===== src/rtl/tcq_pkg.sv =====
// types and constants shared by the two-class priority queue
package tcq_pkg;

    localparam int DEPTH       = 16;
    localparam int ADDR_W      = $clog2(DEPTH);
    localparam int CNT_W       = $clog2(DEPTH + 1);
    localparam int TICKET_W    = 16;
    localparam int TAG_W       = 16;
    localparam int ENTRY_W     = TICKET_W + TAG_W;
    localparam int OCC_W       = 5;
    localparam int NORMAL_W    = 7;

    localparam logic [NORMAL_W-1:0] NORMAL_LAST = NORMAL_W'(99);
    localparam logic [TICKET_W-1:0] URGENT_BASE = TICKET_W'(100);
    localparam logic [TICKET_W-1:0] URGENT_LAST = '1;

    typedef enum logic [1:0] {
        OP_ADD_NORMAL = 2'd0,
        OP_ADD_URGENT = 2'd1,
        OP_SERVE      = 2'd2,
        OP_CANCEL     = 2'd3
    } tcq_op_t;

    typedef enum logic [1:0] {
        ST_OK        = 2'd0,
        ST_EMPTY     = 2'd1,
        ST_NOT_FOUND = 2'd2,
        ST_FULL      = 2'd3
    } tcq_status_t;

    typedef enum logic [2:0] {
        S_IDLE,
        S_OPEN,
        S_SCAN,
        S_SERVE_RD,
        S_HEAD,
        S_DROP,
        S_DONE
    } tcq_state_t;

endpackage


===== src/rtl/tcq_in_if.sv =====
// request channel of the two-class priority queue
interface tcq_in_if;
    logic                         valid;
    logic                         ready;
    logic [1:0]                   operation;
    logic [tcq_pkg::TAG_W-1:0]    client_tag;
    logic [tcq_pkg::TICKET_W-1:0] cancel_ticket;

    modport source (output valid, operation, client_tag, cancel_ticket, input ready);
    modport sink   (input valid, operation, client_tag, cancel_ticket, output ready);
endinterface


===== src/rtl/tcq_out_if.sv =====
// response channel of the two-class priority queue
interface tcq_out_if;
    logic                         valid;
    logic                         ready;
    logic [1:0]                   status;
    logic [tcq_pkg::TICKET_W-1:0] ticket_out;
    logic [tcq_pkg::TAG_W-1:0]    tag_out;
    logic                         urgent_waiting;
    logic [tcq_pkg::OCC_W-1:0]    occupancy;

    modport source (output valid, status, ticket_out, tag_out, urgent_waiting, occupancy,
                    input ready);
    modport sink   (input valid, status, ticket_out, tag_out, urgent_waiting, occupancy,
                    output ready);
endinterface


===== src/rtl/two_class_priority_queue_cancel_unit.sv =====
// two-class priority queue with cancel by ticket, one shared ram port sequenced per request
//
// usage
//   req carries one request: operation (add normal, add urgent, serve head, cancel by
//   ticket), client_tag for adds and cancel_ticket for cancels. rsp returns exactly one
//   response per request: status, ticket_out, tag_out, urgent_waiting and occupancy.
//   the queue lives in one ram in service order, urgent entries first; every insert,
//   serve or cancel moves entries one slot a cycle through that ram's single read and
//   write port, so the ram port is what sets the time per request.
//   req.ready is high only between requests; one request is worked on at a time.
// reset
//   asynchronous, active low: the queue is empty, the normal ticket counter restarts at
//   1 and the urgent one at 100. the ram contents are not cleared; only slots below the
//   fill count are ever read.
// stalls
//   the response sits in an output register; while rsp.ready is low the next request
//   may still be accepted and worked on, and its response waits until the slot frees.
module two_class_priority_queue_cancel_unit (
    input  logic       clk,
    input  logic       rst_n,
    tcq_in_if.sink     req,
    tcq_out_if.source  rsp
);

    localparam int AW = tcq_pkg::ADDR_W;
    localparam int CW = tcq_pkg::CNT_W;
    localparam int TW = tcq_pkg::TICKET_W;
    localparam int GW = tcq_pkg::TAG_W;
    localparam int EW = tcq_pkg::ENTRY_W;

    // control state
    tcq_pkg::tcq_state_t state_reg, state_next;
    logic [CW-1:0] count_reg, count_next;
    logic [CW-1:0] urg_cnt_reg, urg_cnt_next;
    logic [tcq_pkg::NORMAL_W-1:0] norm_ctr_reg, norm_ctr_next;
    logic [TW-1:0] urg_ctr_reg, urg_ctr_next;
    logic wr_pend_reg, wr_pend_next;
    logic cmp_vld_reg, cmp_vld_next;
    logic out_valid_reg, out_valid_next;

    // working registers of the sequencer
    logic [CW-1:0] rd_ptr_reg, rd_ptr_next;
    logic [CW-1:0] pos_reg, pos_next;
    logic [AW-1:0] wr_addr_reg, wr_addr_next;
    logic urg_op_reg, urg_op_next;
    logic [TW-1:0] arg_reg, arg_next;
    tcq_pkg::tcq_status_t res_status_reg, res_status_next;
    logic [TW-1:0] res_ticket_reg, res_ticket_next;
    logic [GW-1:0] res_tag_reg, res_tag_next;

    // response register
    tcq_pkg::tcq_status_t out_status_reg, out_status_next;
    logic [TW-1:0] out_ticket_reg, out_ticket_next;
    logic [GW-1:0] out_tag_reg, out_tag_next;
    logic out_urg_reg, out_urg_next;
    logic [tcq_pkg::OCC_W-1:0] out_occ_reg, out_occ_next;

    // ram port
    logic          ram_we;
    logic [AW-1:0] ram_waddr;
    logic [EW-1:0] ram_wdata;
    logic [AW-1:0] ram_raddr;
    logic [EW-1:0] ram_rdata;

    logic [CW-1:0] rd_m1;
    logic [TW-1:0] rd_ticket;
    logic [GW-1:0] rd_tag;

    assign rd_m1     = rd_ptr_reg - CW'(1);
    assign rd_ticket = ram_rdata[EW-1:GW];
    assign rd_tag    = ram_rdata[GW-1:0];

    tcq_ram #(
        .WIDTH (EW),
        .DEPTH (tcq_pkg::DEPTH)
    ) u_tcq_ram (
        .clk   (clk),
        .we    (ram_we),
        .waddr (ram_waddr),
        .wdata (ram_wdata),
        .raddr (ram_raddr),
        .rdata (ram_rdata)
    );

    assign req.ready          = (state_reg == tcq_pkg::S_IDLE);
    assign rsp.valid          = out_valid_reg;
    assign rsp.status         = out_status_reg;
    assign rsp.ticket_out     = out_ticket_reg;
    assign rsp.tag_out        = out_tag_reg;
    assign rsp.urgent_waiting = out_urg_reg;
    assign rsp.occupancy      = out_occ_reg;

    always_comb
    begin
        state_next      = state_reg;
        count_next      = count_reg;
        urg_cnt_next    = urg_cnt_reg;
        norm_ctr_next   = norm_ctr_reg;
        urg_ctr_next    = urg_ctr_reg;
        wr_pend_next    = 1'b0;
        cmp_vld_next    = 1'b0;
        out_valid_next  = out_valid_reg;
        rd_ptr_next     = rd_ptr_reg;
        pos_next        = pos_reg;
        wr_addr_next    = wr_addr_reg;
        urg_op_next     = urg_op_reg;
        arg_next        = arg_reg;
        res_status_next = res_status_reg;
        res_ticket_next = res_ticket_reg;
        res_tag_next    = res_tag_reg;
        out_status_next = out_status_reg;
        out_ticket_next = out_ticket_reg;
        out_tag_next    = out_tag_reg;
        out_urg_next    = out_urg_reg;
        out_occ_next    = out_occ_reg;
        ram_raddr       = '0;

        // a slot move read last cycle is written back now
        ram_we    = wr_pend_reg;
        ram_waddr = wr_addr_reg;
        ram_wdata = ram_rdata;

        if (out_valid_reg && rsp.ready)
        begin
            out_valid_next = 1'b0;
        end

        case (state_reg)
            tcq_pkg::S_IDLE:
            begin
                if (req.valid)
                begin
                    res_status_next = tcq_pkg::ST_OK;
                    res_ticket_next = '0;
                    res_tag_next    = '0;
                    case (tcq_pkg::tcq_op_t'(req.operation))
                        tcq_pkg::OP_ADD_NORMAL, tcq_pkg::OP_ADD_URGENT:
                        begin
                            if (count_reg == CW'(tcq_pkg::DEPTH))
                            begin
                                res_status_next = tcq_pkg::ST_FULL;
                                state_next      = tcq_pkg::S_DONE;
                            end
                            else
                            begin
                                arg_next    = req.client_tag;
                                rd_ptr_next = count_reg;
                                state_next  = tcq_pkg::S_OPEN;
                                if (req.operation == tcq_pkg::OP_ADD_NORMAL)
                                begin
                                    norm_ctr_next = (norm_ctr_reg >= tcq_pkg::NORMAL_LAST)
                                                  ? tcq_pkg::NORMAL_W'(1)
                                                  : norm_ctr_reg + tcq_pkg::NORMAL_W'(1);
                                    res_ticket_next = TW'(norm_ctr_next);
                                    pos_next        = count_reg;
                                    urg_op_next     = 1'b0;
                                end
                                else
                                begin
                                    res_ticket_next = urg_ctr_reg;
                                    urg_ctr_next    = (urg_ctr_reg == tcq_pkg::URGENT_LAST)
                                                    ? tcq_pkg::URGENT_BASE
                                                    : urg_ctr_reg + TW'(1);
                                    // urgent entries go in behind the last urgent one
                                    pos_next        = urg_cnt_reg;
                                    urg_op_next     = 1'b1;
                                end
                            end
                        end
                        tcq_pkg::OP_SERVE:
                        begin
                            if (count_reg == '0)
                            begin
                                res_status_next = tcq_pkg::ST_EMPTY;
                                state_next      = tcq_pkg::S_DONE;
                            end
                            else
                            begin
                                urg_op_next = (urg_cnt_reg != '0);
                                state_next  = tcq_pkg::S_SERVE_RD;
                            end
                        end
                        tcq_pkg::OP_CANCEL:
                        begin
                            if (count_reg == '0)
                            begin
                                res_status_next = tcq_pkg::ST_EMPTY;
                                state_next      = tcq_pkg::S_DONE;
                            end
                            else
                            begin
                                arg_next    = req.cancel_ticket;
                                rd_ptr_next = '0;
                                state_next  = tcq_pkg::S_SCAN;
                            end
                        end
                        default:
                        begin
                            state_next = tcq_pkg::S_IDLE;
                        end
                    endcase
                end
            end

            // shift the tail up one slot, top first, then drop the new entry in
            tcq_pkg::S_OPEN:
            begin
                if (rd_ptr_reg > pos_reg)
                begin
                    ram_raddr    = rd_m1[AW-1:0];
                    wr_pend_next = 1'b1;
                    wr_addr_next = rd_ptr_reg[AW-1:0];
                    rd_ptr_next  = rd_m1;
                end
                else if (!wr_pend_reg)
                begin
                    ram_we     = 1'b1;
                    ram_waddr  = pos_reg[AW-1:0];
                    ram_wdata  = {res_ticket_reg, arg_reg};
                    count_next = count_reg + CW'(1);
                    if (urg_op_reg)
                    begin
                        urg_cnt_next = urg_cnt_reg + CW'(1);
                    end
                    state_next = tcq_pkg::S_DONE;
                end
            end

            // read one entry a cycle and compare it in the cycle after its read; the first match wins
            tcq_pkg::S_SCAN:
            begin
                if (cmp_vld_reg && (rd_ticket == arg_reg))
                begin
                    // match sits at rd_ptr - 1, so rd_ptr is already the first slot to pull down
                    urg_op_next = (rd_ptr_reg <= urg_cnt_reg);
                    state_next  = tcq_pkg::S_DROP;
                end
                else if (rd_ptr_reg < count_reg)
                begin
                    ram_raddr    = rd_ptr_reg[AW-1:0];
                    rd_ptr_next  = rd_ptr_reg + CW'(1);
                    cmp_vld_next = 1'b1;
                end
                else
                begin
                    res_status_next = tcq_pkg::ST_NOT_FOUND;
                    state_next      = tcq_pkg::S_DONE;
                end
            end

            tcq_pkg::S_SERVE_RD:
            begin
                ram_raddr  = '0;
                state_next = tcq_pkg::S_HEAD;
            end

            tcq_pkg::S_HEAD:
            begin
                res_ticket_next = rd_ticket;
                res_tag_next    = rd_tag;
                rd_ptr_next     = CW'(1);
                state_next      = tcq_pkg::S_DROP;
            end

            // pull the entries above the gap down one slot, bottom first
            tcq_pkg::S_DROP:
            begin
                if (rd_ptr_reg < count_reg)
                begin
                    ram_raddr    = rd_ptr_reg[AW-1:0];
                    wr_pend_next = 1'b1;
                    wr_addr_next = rd_m1[AW-1:0];
                    rd_ptr_next  = rd_ptr_reg + CW'(1);
                end
                else
                begin
                    count_next = count_reg - CW'(1);
                    if (urg_op_reg)
                    begin
                        urg_cnt_next = urg_cnt_reg - CW'(1);
                    end
                    state_next = tcq_pkg::S_DONE;
                end
            end

            // hand the response over once the output register is free
            tcq_pkg::S_DONE:
            begin
                if (!out_valid_reg || rsp.ready)
                begin
                    out_valid_next  = 1'b1;
                    out_status_next = res_status_reg;
                    out_ticket_next = res_ticket_reg;
                    out_tag_next    = res_tag_reg;
                    out_urg_next    = (urg_cnt_reg != '0);
                    out_occ_next    = tcq_pkg::OCC_W'(count_reg);
                    state_next      = tcq_pkg::S_IDLE;
                end
            end

            default:
            begin
                state_next = tcq_pkg::S_IDLE;
            end
        endcase
    end

    always_ff @(posedge clk or negedge rst_n)
    begin
        if (!rst_n)
        begin
            state_reg     <= tcq_pkg::S_IDLE;
            count_reg     <= '0;
            urg_cnt_reg   <= '0;
            norm_ctr_reg  <= '0;
            urg_ctr_reg   <= tcq_pkg::URGENT_BASE;
            wr_pend_reg   <= 1'b0;
            cmp_vld_reg   <= 1'b0;
            out_valid_reg <= 1'b0;
        end
        else
        begin
            state_reg     <= state_next;
            count_reg     <= count_next;
            urg_cnt_reg   <= urg_cnt_next;
            norm_ctr_reg  <= norm_ctr_next;
            urg_ctr_reg   <= urg_ctr_next;
            wr_pend_reg   <= wr_pend_next;
            cmp_vld_reg   <= cmp_vld_next;
            out_valid_reg <= out_valid_next;
        end
    end

    always_ff @(posedge clk)
    begin
        rd_ptr_reg     <= rd_ptr_next;
        pos_reg        <= pos_next;
        wr_addr_reg    <= wr_addr_next;
        urg_op_reg     <= urg_op_next;
        arg_reg        <= arg_next;
        res_status_reg <= res_status_next;
        res_ticket_reg <= res_ticket_next;
        res_tag_reg    <= res_tag_next;
        out_status_reg <= out_status_next;
        out_ticket_reg <= out_ticket_next;
        out_tag_reg    <= out_tag_next;
        out_urg_reg    <= out_urg_next;
        out_occ_reg    <= out_occ_next;
    end

endmodule


===== src/rtl/tcq_ram.sv =====
// generic single-write, single-read ram with registered read data
module tcq_ram #(
    parameter int WIDTH = 32,
    parameter int DEPTH = 16
) (
    input  logic                     clk,
    input  logic                     we,
    input  logic [$clog2(DEPTH)-1:0] waddr,
    input  logic [WIDTH-1:0]         wdata,
    input  logic [$clog2(DEPTH)-1:0] raddr,
    output logic [WIDTH-1:0]         rdata
);

    logic [WIDTH-1:0] mem [DEPTH];

    always_ff @(posedge clk)
    begin
        if (we)
        begin
            mem[waddr] <= wdata;
        end
        rdata <= mem[raddr];
    end

endmodule


===== src/flat_wrapper.sv =====
// flat-port wrapper written by rule: the top's interface ports become plain ports
module two_class_priority_queue_cancel_unit_flat 
  (clk, rst_n, req_valid, req_operation, req_client_tag, req_cancel_ticket, req_ready, rsp_valid, rsp_status, rsp_ticket_out, rsp_tag_out, rsp_urgent_waiting, rsp_occupancy, rsp_ready);
  tcq_in_if req_i ();
  tcq_out_if rsp_i ();
  input  logic clk;
  input  logic rst_n;
  input wire logic [$bits(req_i.valid)-1:0] req_valid;
  input wire logic [$bits(req_i.operation)-1:0] req_operation;
  input wire logic [$bits(req_i.client_tag)-1:0] req_client_tag;
  input wire logic [$bits(req_i.cancel_ticket)-1:0] req_cancel_ticket;
  output wire logic [$bits(req_i.ready)-1:0] req_ready;
  output wire logic [$bits(rsp_i.valid)-1:0] rsp_valid;
  output wire logic [$bits(rsp_i.status)-1:0] rsp_status;
  output wire logic [$bits(rsp_i.ticket_out)-1:0] rsp_ticket_out;
  output wire logic [$bits(rsp_i.tag_out)-1:0] rsp_tag_out;
  output wire logic [$bits(rsp_i.urgent_waiting)-1:0] rsp_urgent_waiting;
  output wire logic [$bits(rsp_i.occupancy)-1:0] rsp_occupancy;
  input wire logic [$bits(rsp_i.ready)-1:0] rsp_ready;
  assign req_i.valid = req_valid;
  assign req_i.operation = req_operation;
  assign req_i.client_tag = req_client_tag;
  assign req_i.cancel_ticket = req_cancel_ticket;
  assign req_ready = req_i.ready;
  assign rsp_valid = rsp_i.valid;
  assign rsp_status = rsp_i.status;
  assign rsp_ticket_out = rsp_i.ticket_out;
  assign rsp_tag_out = rsp_i.tag_out;
  assign rsp_urgent_waiting = rsp_i.urgent_waiting;
  assign rsp_occupancy = rsp_i.occupancy;
  assign rsp_i.ready = rsp_ready;
  two_class_priority_queue_cancel_unit u_core (.clk(clk), .rst_n(rst_n), .req(req_i), .rsp(rsp_i));
endmodule

===== config.mk =====
export PLATFORM = sky130hd
export DESIGN_NAME = two_class_priority_queue_cancel_unit_flat
export DESIGN_NICKNAME = d
export VERILOG_FILES = /design/src/rtl/tcq_pkg.sv /design/src/rtl/tcq_in_if.sv /design/src/rtl/tcq_out_if.sv /design/src/rtl/two_class_priority_queue_cancel_unit.sv /design/src/rtl/tcq_ram.sv /design/src/flat_wrapper.sv
export SDC_FILE = /design/constraint.sdc
export NUM_CORES = 1
export LEC_CHECK = 0
export BUFFER_PORTS_ARGS = -buffer_cell sky130_fd_sc_hd__buf_2
export CAP_MARGIN = 10
export CORE_MARGIN = 2
export CORE_UTILIZATION = 55
export DETAILED_ROUTE_END_ITERATION = 16
export PLACE_DENSITY = 0.72
export SETUP_SLACK_MARGIN = 0.05
export SLEW_MARGIN = 20
export SYNTH_ARGS = -nofsm -noshare
export SYNTH_HDL_FRONTEND = slang
export SYNTH_SLANG_ARGS = --single-unit

===== constraint.sdc =====
create_clock -name clk -period 5.7 [get_ports clk]
set_input_delay 0.57 -clock clk [delete_from_list [all_inputs] [get_ports clk]]
set_output_delay 0.57 -clock clk [all_outputs]
set_load 0.005 [all_outputs]

# After elaboration in Yosys (flattened, before gate mapping)
# Memory sizes are Yosys's and may differ from the RTL's. A register that Yosys moved wholly into a read port is not among the register bits.
# Index checks and enable logic that the tools add are counted.
[totals] register_bits=144 mem_bits_rw=512 wordCells=176 memories=1
[memory_table] name="u_core.u_tcq_ram.mem" depth=16 width=32 rd=1 rd_clocked_by_memory_dff=1 write_ports=1 line="tcq_ram.sv:14" text="logic [WIDTH-1:0] mem [DEPTH];"
[op_classes] n_addsub=8 n_lt_le_gt_ge=4 n_eq_ne=31 muxes=81 bitwise_logic=2 reduce_logical=28
[ops] op="$mux 16" count=8
[ops] op="$mux 32" count=3
[ops] op="$pmux 16 s2" count=3
[ops] op="$mux 5" count=15
[ops] op="$mux 4" count=8
[ops] op="$pmux 5 s2" count=3
[ops] op="$mux 3" count=9
[ops] op="$pmux 5 s5" count=1
[ops] op="$pmux 3 s7" count=1
[ops] op="$mux 1" count=17
[ops] op="$add 16x1->16 const B" count=1
[ops] op="$eq 16x16->1" count=1
[ops] op="$eq 16x16->1 const B" count=1
[ops] op="$ne 2x2->1 const B" count=8
[ops] op="$reduce_and 4->1" count=4
[ops] op="$add 5x1->5 const B" count=3
[ops] op="$reduce_and 5->1" count=3
[ops] op="$sub 5x1->5 const B" count=3
[ops] op="$ne 2x1->1 const B" count=6
[ops] op="$pmux 4 s3" count=1
[ops] op="$reduce_and 6->1" count=2
[ops] op="$reduce_bool 5->1" count=2
[ops] op="$eq 3x3->1 const B" count=3
[ops] op="$ne 3x3->1 const B" count=3
[ops] op="29 further kinds" count=45

# Depth between registers and ports, before layout
[depth] word_depth=7 depth_mapped=14

# Hierarchy
# Synthesis repeated with hierarchy kept, for this count alone.
[hier_totals] hier_cells=1457 area_unflattened_um2=27247.4
[modules_own_cells] module="tcq_ram" n_inst=1 cells_per_inst=838 area_per_inst_um2=19836.5
[modules_own_cells] module="two_class_priority_queue_cancel_unit" n_inst=1 cells_per_inst=619 area_per_inst_um2=7410.9

# Worst setup path after synthesis
# No wires, ideal clock.
[synth_path] kind="reg2reg" startpoint="reg u_core.rd_ptr_reg[4]" endpoint="mem u_core.u_tcq_ram.mem[10][0] (enable)" setup_time_ps=421 arrival_time_ps=3485 setup_slack_ps=1794 path_stages_with_launch=9 path_buffers=1 period_less_slack_ps=3906 cell_sequence="edfxtp_1 -> ha_1 -> and3_1 -> a211oi_1 -> a21oi_1 -> nor3_1 -> clkbuf_1 -> a31oi_1 -> nor2_1"
[synth_via] elab_chain_cells=5 elab_cells_between_ends=7 cone_classes="order compare (1); mux (6)"
[synth_lines] element="start: declaration" line="two_class_priority_queue_cancel_unit.sv:42" text="logic [CW-1:0] rd_ptr_reg, rd_ptr_next;"
[synth_lines] element="start signal: assignment" line="two_class_priority_queue_cancel_unit.sv:336" text="rd_ptr_reg <= rd_ptr_next;"
[synth_lines] element="$gt 5x5->1 *" line="two_class_priority_queue_cancel_unit.sv:208" text="if (rd_ptr_reg > pos_reg)"
[synth_lines] element="$mux 1" line="two_class_priority_queue_cancel_unit.sv:208"
[synth_lines] element="$mux 1" line="two_class_priority_queue_cancel_unit.sv:128" text="case (state_reg)"
[synth_lines] element="$mux 1" line="tcq_ram.sv:18" text="if (we)"
[synth_lines] element="$mux 1 (implied by the code)" line="tcq_ram.sv:20" text="mem[waddr] <= wdata;"
[synth_lines] element="end: declaration" line="tcq_ram.sv:14"
# Every way passes the cells marked *; elsewhere a longest branch is shown, timed or not.

# Worst setup path in the final report
[layout_path] startpoint="reg u_core.rd_ptr_reg[3]" endpoint="reg u_core.u_tcq_ram.rdata[15] (read register of u_core.u_tcq_ram.mem)"
[layout_via] elab_chain_cells=4 elab_cells_between_ends=7 cone_classes="add/sub (1); order compare (2); mux (4)"
[layout_lines] element="$lt 5x5->1" line="two_class_priority_queue_cancel_unit.sv:238, two_class_priority_queue_cancel_unit.sv:268"
[layout_lines] element="$mux 4" line="two_class_priority_queue_cancel_unit.sv:238, two_class_priority_queue_cancel_unit.sv:268"
[layout_lines] element="$mux 4" line="two_class_priority_queue_cancel_unit.sv:232" text="if (cmp_vld_reg && (rd_ticket == arg_reg))"
[layout_lines] element="$pmux 4 s3 *" line="two_class_priority_queue_cancel_unit.sv:128"
[layout_lines] element="end: declaration" line="tcq_ram.sv:11" text="output logic [WIDTH-1:0] rdata"
# Marked as above.
# A chain may end at the register's enable or synchronous reset.

==> impl_metrics.csv <==
group,metric,value,unit
run_status,status,"finished, final reports clean",
cts,postCtsHoldBufs,0,
worst_setup_path,critPathCaptureType,"register",
global_routing,antenna_found_initial,1,
global_routing,grt_first_pass_wirelength,107000,um
yosys,ys_top_cells_by_area,"edfxtp_1, nand2_1, a211oi_1, dfrtp_1, and3_1",
sta,slew_viol_final,0,
sta,period_share,0.790,
placed_design,placed_area,29600,um^2
layout,largest_reg_flops,512,
cts,cts_num_sinks,688,
cts,path_clk_slew,0.06,ns
cts,cts_tree,"built",
global_routing,grtUsageTotal,0.269,
detailed_routing,drtAntennaViolNets,0,
sta,relSlewSlack,0.252,
cts,cts-root-buf,"clkbuf_16",
cts,cts_buffers,69,
yosys,post-synth-top-count-cell,"edfxtp_1",
detailed_routing,drtPass1Iterations,5,
detailed_routing,drc,0,
yosys,synth_cell_type_count,67,
yosys,ys.flop_type,"edfxtp_1",
detailed_routing,num_vias,17700,
layout,num-fill-cells,3650,
floorplanning,dieArea,53400,um^2
cts,cts_max_level,3,
job,drv_cap,0,
yosys,synth-edff-count,617,
layout,top_regs,"u_core.u_tcq_ram.mem x512, u_core.u_tcq_ram.rdata x32",
yosys,ys_warn_count,0,
yosys,async_flop_share,0.0567,
worst_setup_path,cp-start-kind,"register",
layout,areaGrowthSynthToFinish,12.5,%
worst_hold_path,hold_path.class,"input port to asynchronous set/reset pin",
floorplanning,io_pins,80,
layout,postLayoutCellArea,31900,um^2
yosys,syn_area,28400,um^2
placed_design,place_congestion,0.864,
worst_setup_path,crit_arrival,5.07,ns
pwr,power_leakage,0.0115,uW
pwr,ir_worst_vdd,0.270,mV
yosys,ys_ff_latch,688,
floorplanning,start_util,0.554,
yosys,syn_area_per_cell,14.2,um^2
sta,worst_pin_slew,1.12,ns
layout,drive_gt1_frac,0.137,
worst_setup_path,path_class,"register to register",
yosys,yosys.area.top_type,"edfxtp_1",
yosys,synthCells,1991,
global_routing,grt_overflow,0,
detailed_routing,avgRoutedWirePerCell,25.6,um
global_routing,grt_pass1_vias,17300,
worst_setup_path,crit_fanout,63,
sta,hold_viol,0,
cts,cts.repair.resized,0,
yosys,synth.yosys.seq_area_share,0.710,
layout,antennaDiodeCount,0,
pwr,powerDensity,547,nW/um^2
sta,setup_tns,0,ns
cts,post_cts_buffers,0,
floorplanning,design.core.area,51200,um^2
placed_design,dp_hpwl,41900,um
cts,ctsLongestPathBuffers,3,
yosys,synthesis.nets,2055,
detailed_routing,drt-initial-drc-count,2056,
sta,clock_skew,0.0249,ns
sta,fin_crit,4.50,ns
floorplanning,fp.dieW,231,um
detailed_routing,routed_wl,71700,um
detailed_routing,via_per_inst,6.32,
global_routing,grt_max_degree,95,
yosys,synth_top_area_frac,0.653,
cts,clk_latency,0.63,ns
floorplanning,die_h,231,um
sta,finalSetupViolCount,0,
layout,nNetsFinal,2127,
sta,rsz0062_at_grt,"no",
layout,top_register,"u_core.u_tcq_ram.mem",
floorplanning,num_rows,83,
yosys,ys_top_cells_by_count,"edfxtp_1, nand2_1, and3_1",
sta,max_freq,222,MHz
placed_design,port_buffers,79,
worst_setup_path,critPathRequiredTime,6.26,ns
-- through the flow --
step	hold WS [ns]	worst slack, ns	total power [uW]	instances	util
after global placement	0.403	1.54	12600	2670	0.577
after detailed placement	0.406	1.27	12800	2672	0.578
final	0.108	1.20	17500	2798	0.624
after CTS	0.113	1.24	17400	2798	0.624
after global routing	0.183	0.954	18200	2798	0.624
after floorplan	0.274	1.79	11000	1991	-
-- placed cells by master, fill, tap and decap left out, types with 10 or more instances in the layout --
| master | n |
|---|---|
| edfxtp_1 | 617 |
| nand2_1 | 282 |
| and3_1 | 140 |
| a211oi_1 | 130 |
| nand3_1 | 79 |
| buf_2 | 79 |
| clkbuf_16 | 71 |
| mux2i_1 | 66 |
| a22o_1 | 43 |
| o21ai_0 | 42 |
| buf_4 | 41 |
| dfrtp_1 | 36 |
| nor2_1 | 35 |
| a2111oi_0 | 34 |
| dfxtp_1 | 32 |
| a21oi_1 | 31 |
| a2111oi_1 | 31 |
| xnor2_1 | 26 |
| ha_1 | 24 |
| inv_1 | 23 |
| xor2_1 | 19 |
| and2_1 | 19 |
| mux2_2 | 18 |
| nor2_4 | 17 |
| a31oi_1 | 15 |
| clkbuf_1 | 15 |
| nor3_1 | 14 |
| nand2b_1 | 12 |
| clkinv_1 | 10 |
-- critical path, cell delays in order (launching register included) --
cell	delay, ns
edfxtp_1	0.65
ha_1	0.33
and3_1	0.19
and3_1	0.19
a21oi_1	0.54
nand3_4	0.48
nand2_8	0.56
buf_4	0.34
a211oi_1	0.10
a2111oi_0	0.76
a22o_1	0.22
-- cell families after synthesis --
| kind of cell | synth area share |
|---|---|
| flops | 0.710 |
| compound gates | 0.0985 |
| buf+inv | 0.0264 |
| simple gates | 0.109 |
| fa+ha+maj | 0.0120 |
| xor+xnor | 0.0139 |
| mux | 0.0304 |
-- path summary, 6_finish.rpt --
kind,startpoint,endpoint,slack [ns],cells after the start
max,u_core.rd_ptr_reg[3]$_DFFE_PP_,u_core.u_tcq_ram.rdata[15]$_DFF_P_,1.20,10
min,rst_n,u_core.count_reg[3]$_DFFE_PN0P_,0.11,1
max reg2reg,u_core.rd_ptr_reg[3]$_DFFE_PP_,u_core.u_tcq_ram.rdata[15]$_DFF_P_,1.20,10
min reg2reg,u_core.res_tag_reg[6]$_SDFFCE_PN0P_,u_core.rsp.tag_out[6]$_DFFE_PP_,0.42,0
max in group asynchronous,rst_n,u_core.urg_ctr_reg[10]$_DFFE_PN0P_,4.99,1
min in group clk,req_client_tag[9],u_core.arg_reg[9]$_DFFE_PP_,0.26,2
-- power breakdown --
part	switching (uW)	total [uW]	internal [uW]	leakage, uW
sequential	500	7560	7060	0.00638
clock	1920	4660	2740	0.00115
combinational	3570	5240	1670	0.00394
-- routing by layer --
layer / GRT usage / routed length [um] / part of all wire
met5: 0 / 12 / 0.00017
met4: 0.0927 / 1980 / 0.028
met3: 0.0500 / 6740 / 0.094
met2: 0.427 / 33500 / 0.47
met1: 0.376 / 29500 / 0.41
-- cell type report --
cell class,instances,area (um^2),share of cell area
clock buffers,95,1960,0.0613
multi-input cells,1154,7650,0.240
well taps,680,851,0.0267
flip-flops and latches,688,20100,0.631
inverters,24,92.6,0.00290
clock inverters,31,388,0.0122
repair buffers,126,838,0.0263
Note: power is estimated with default switching activity, not from simulation.
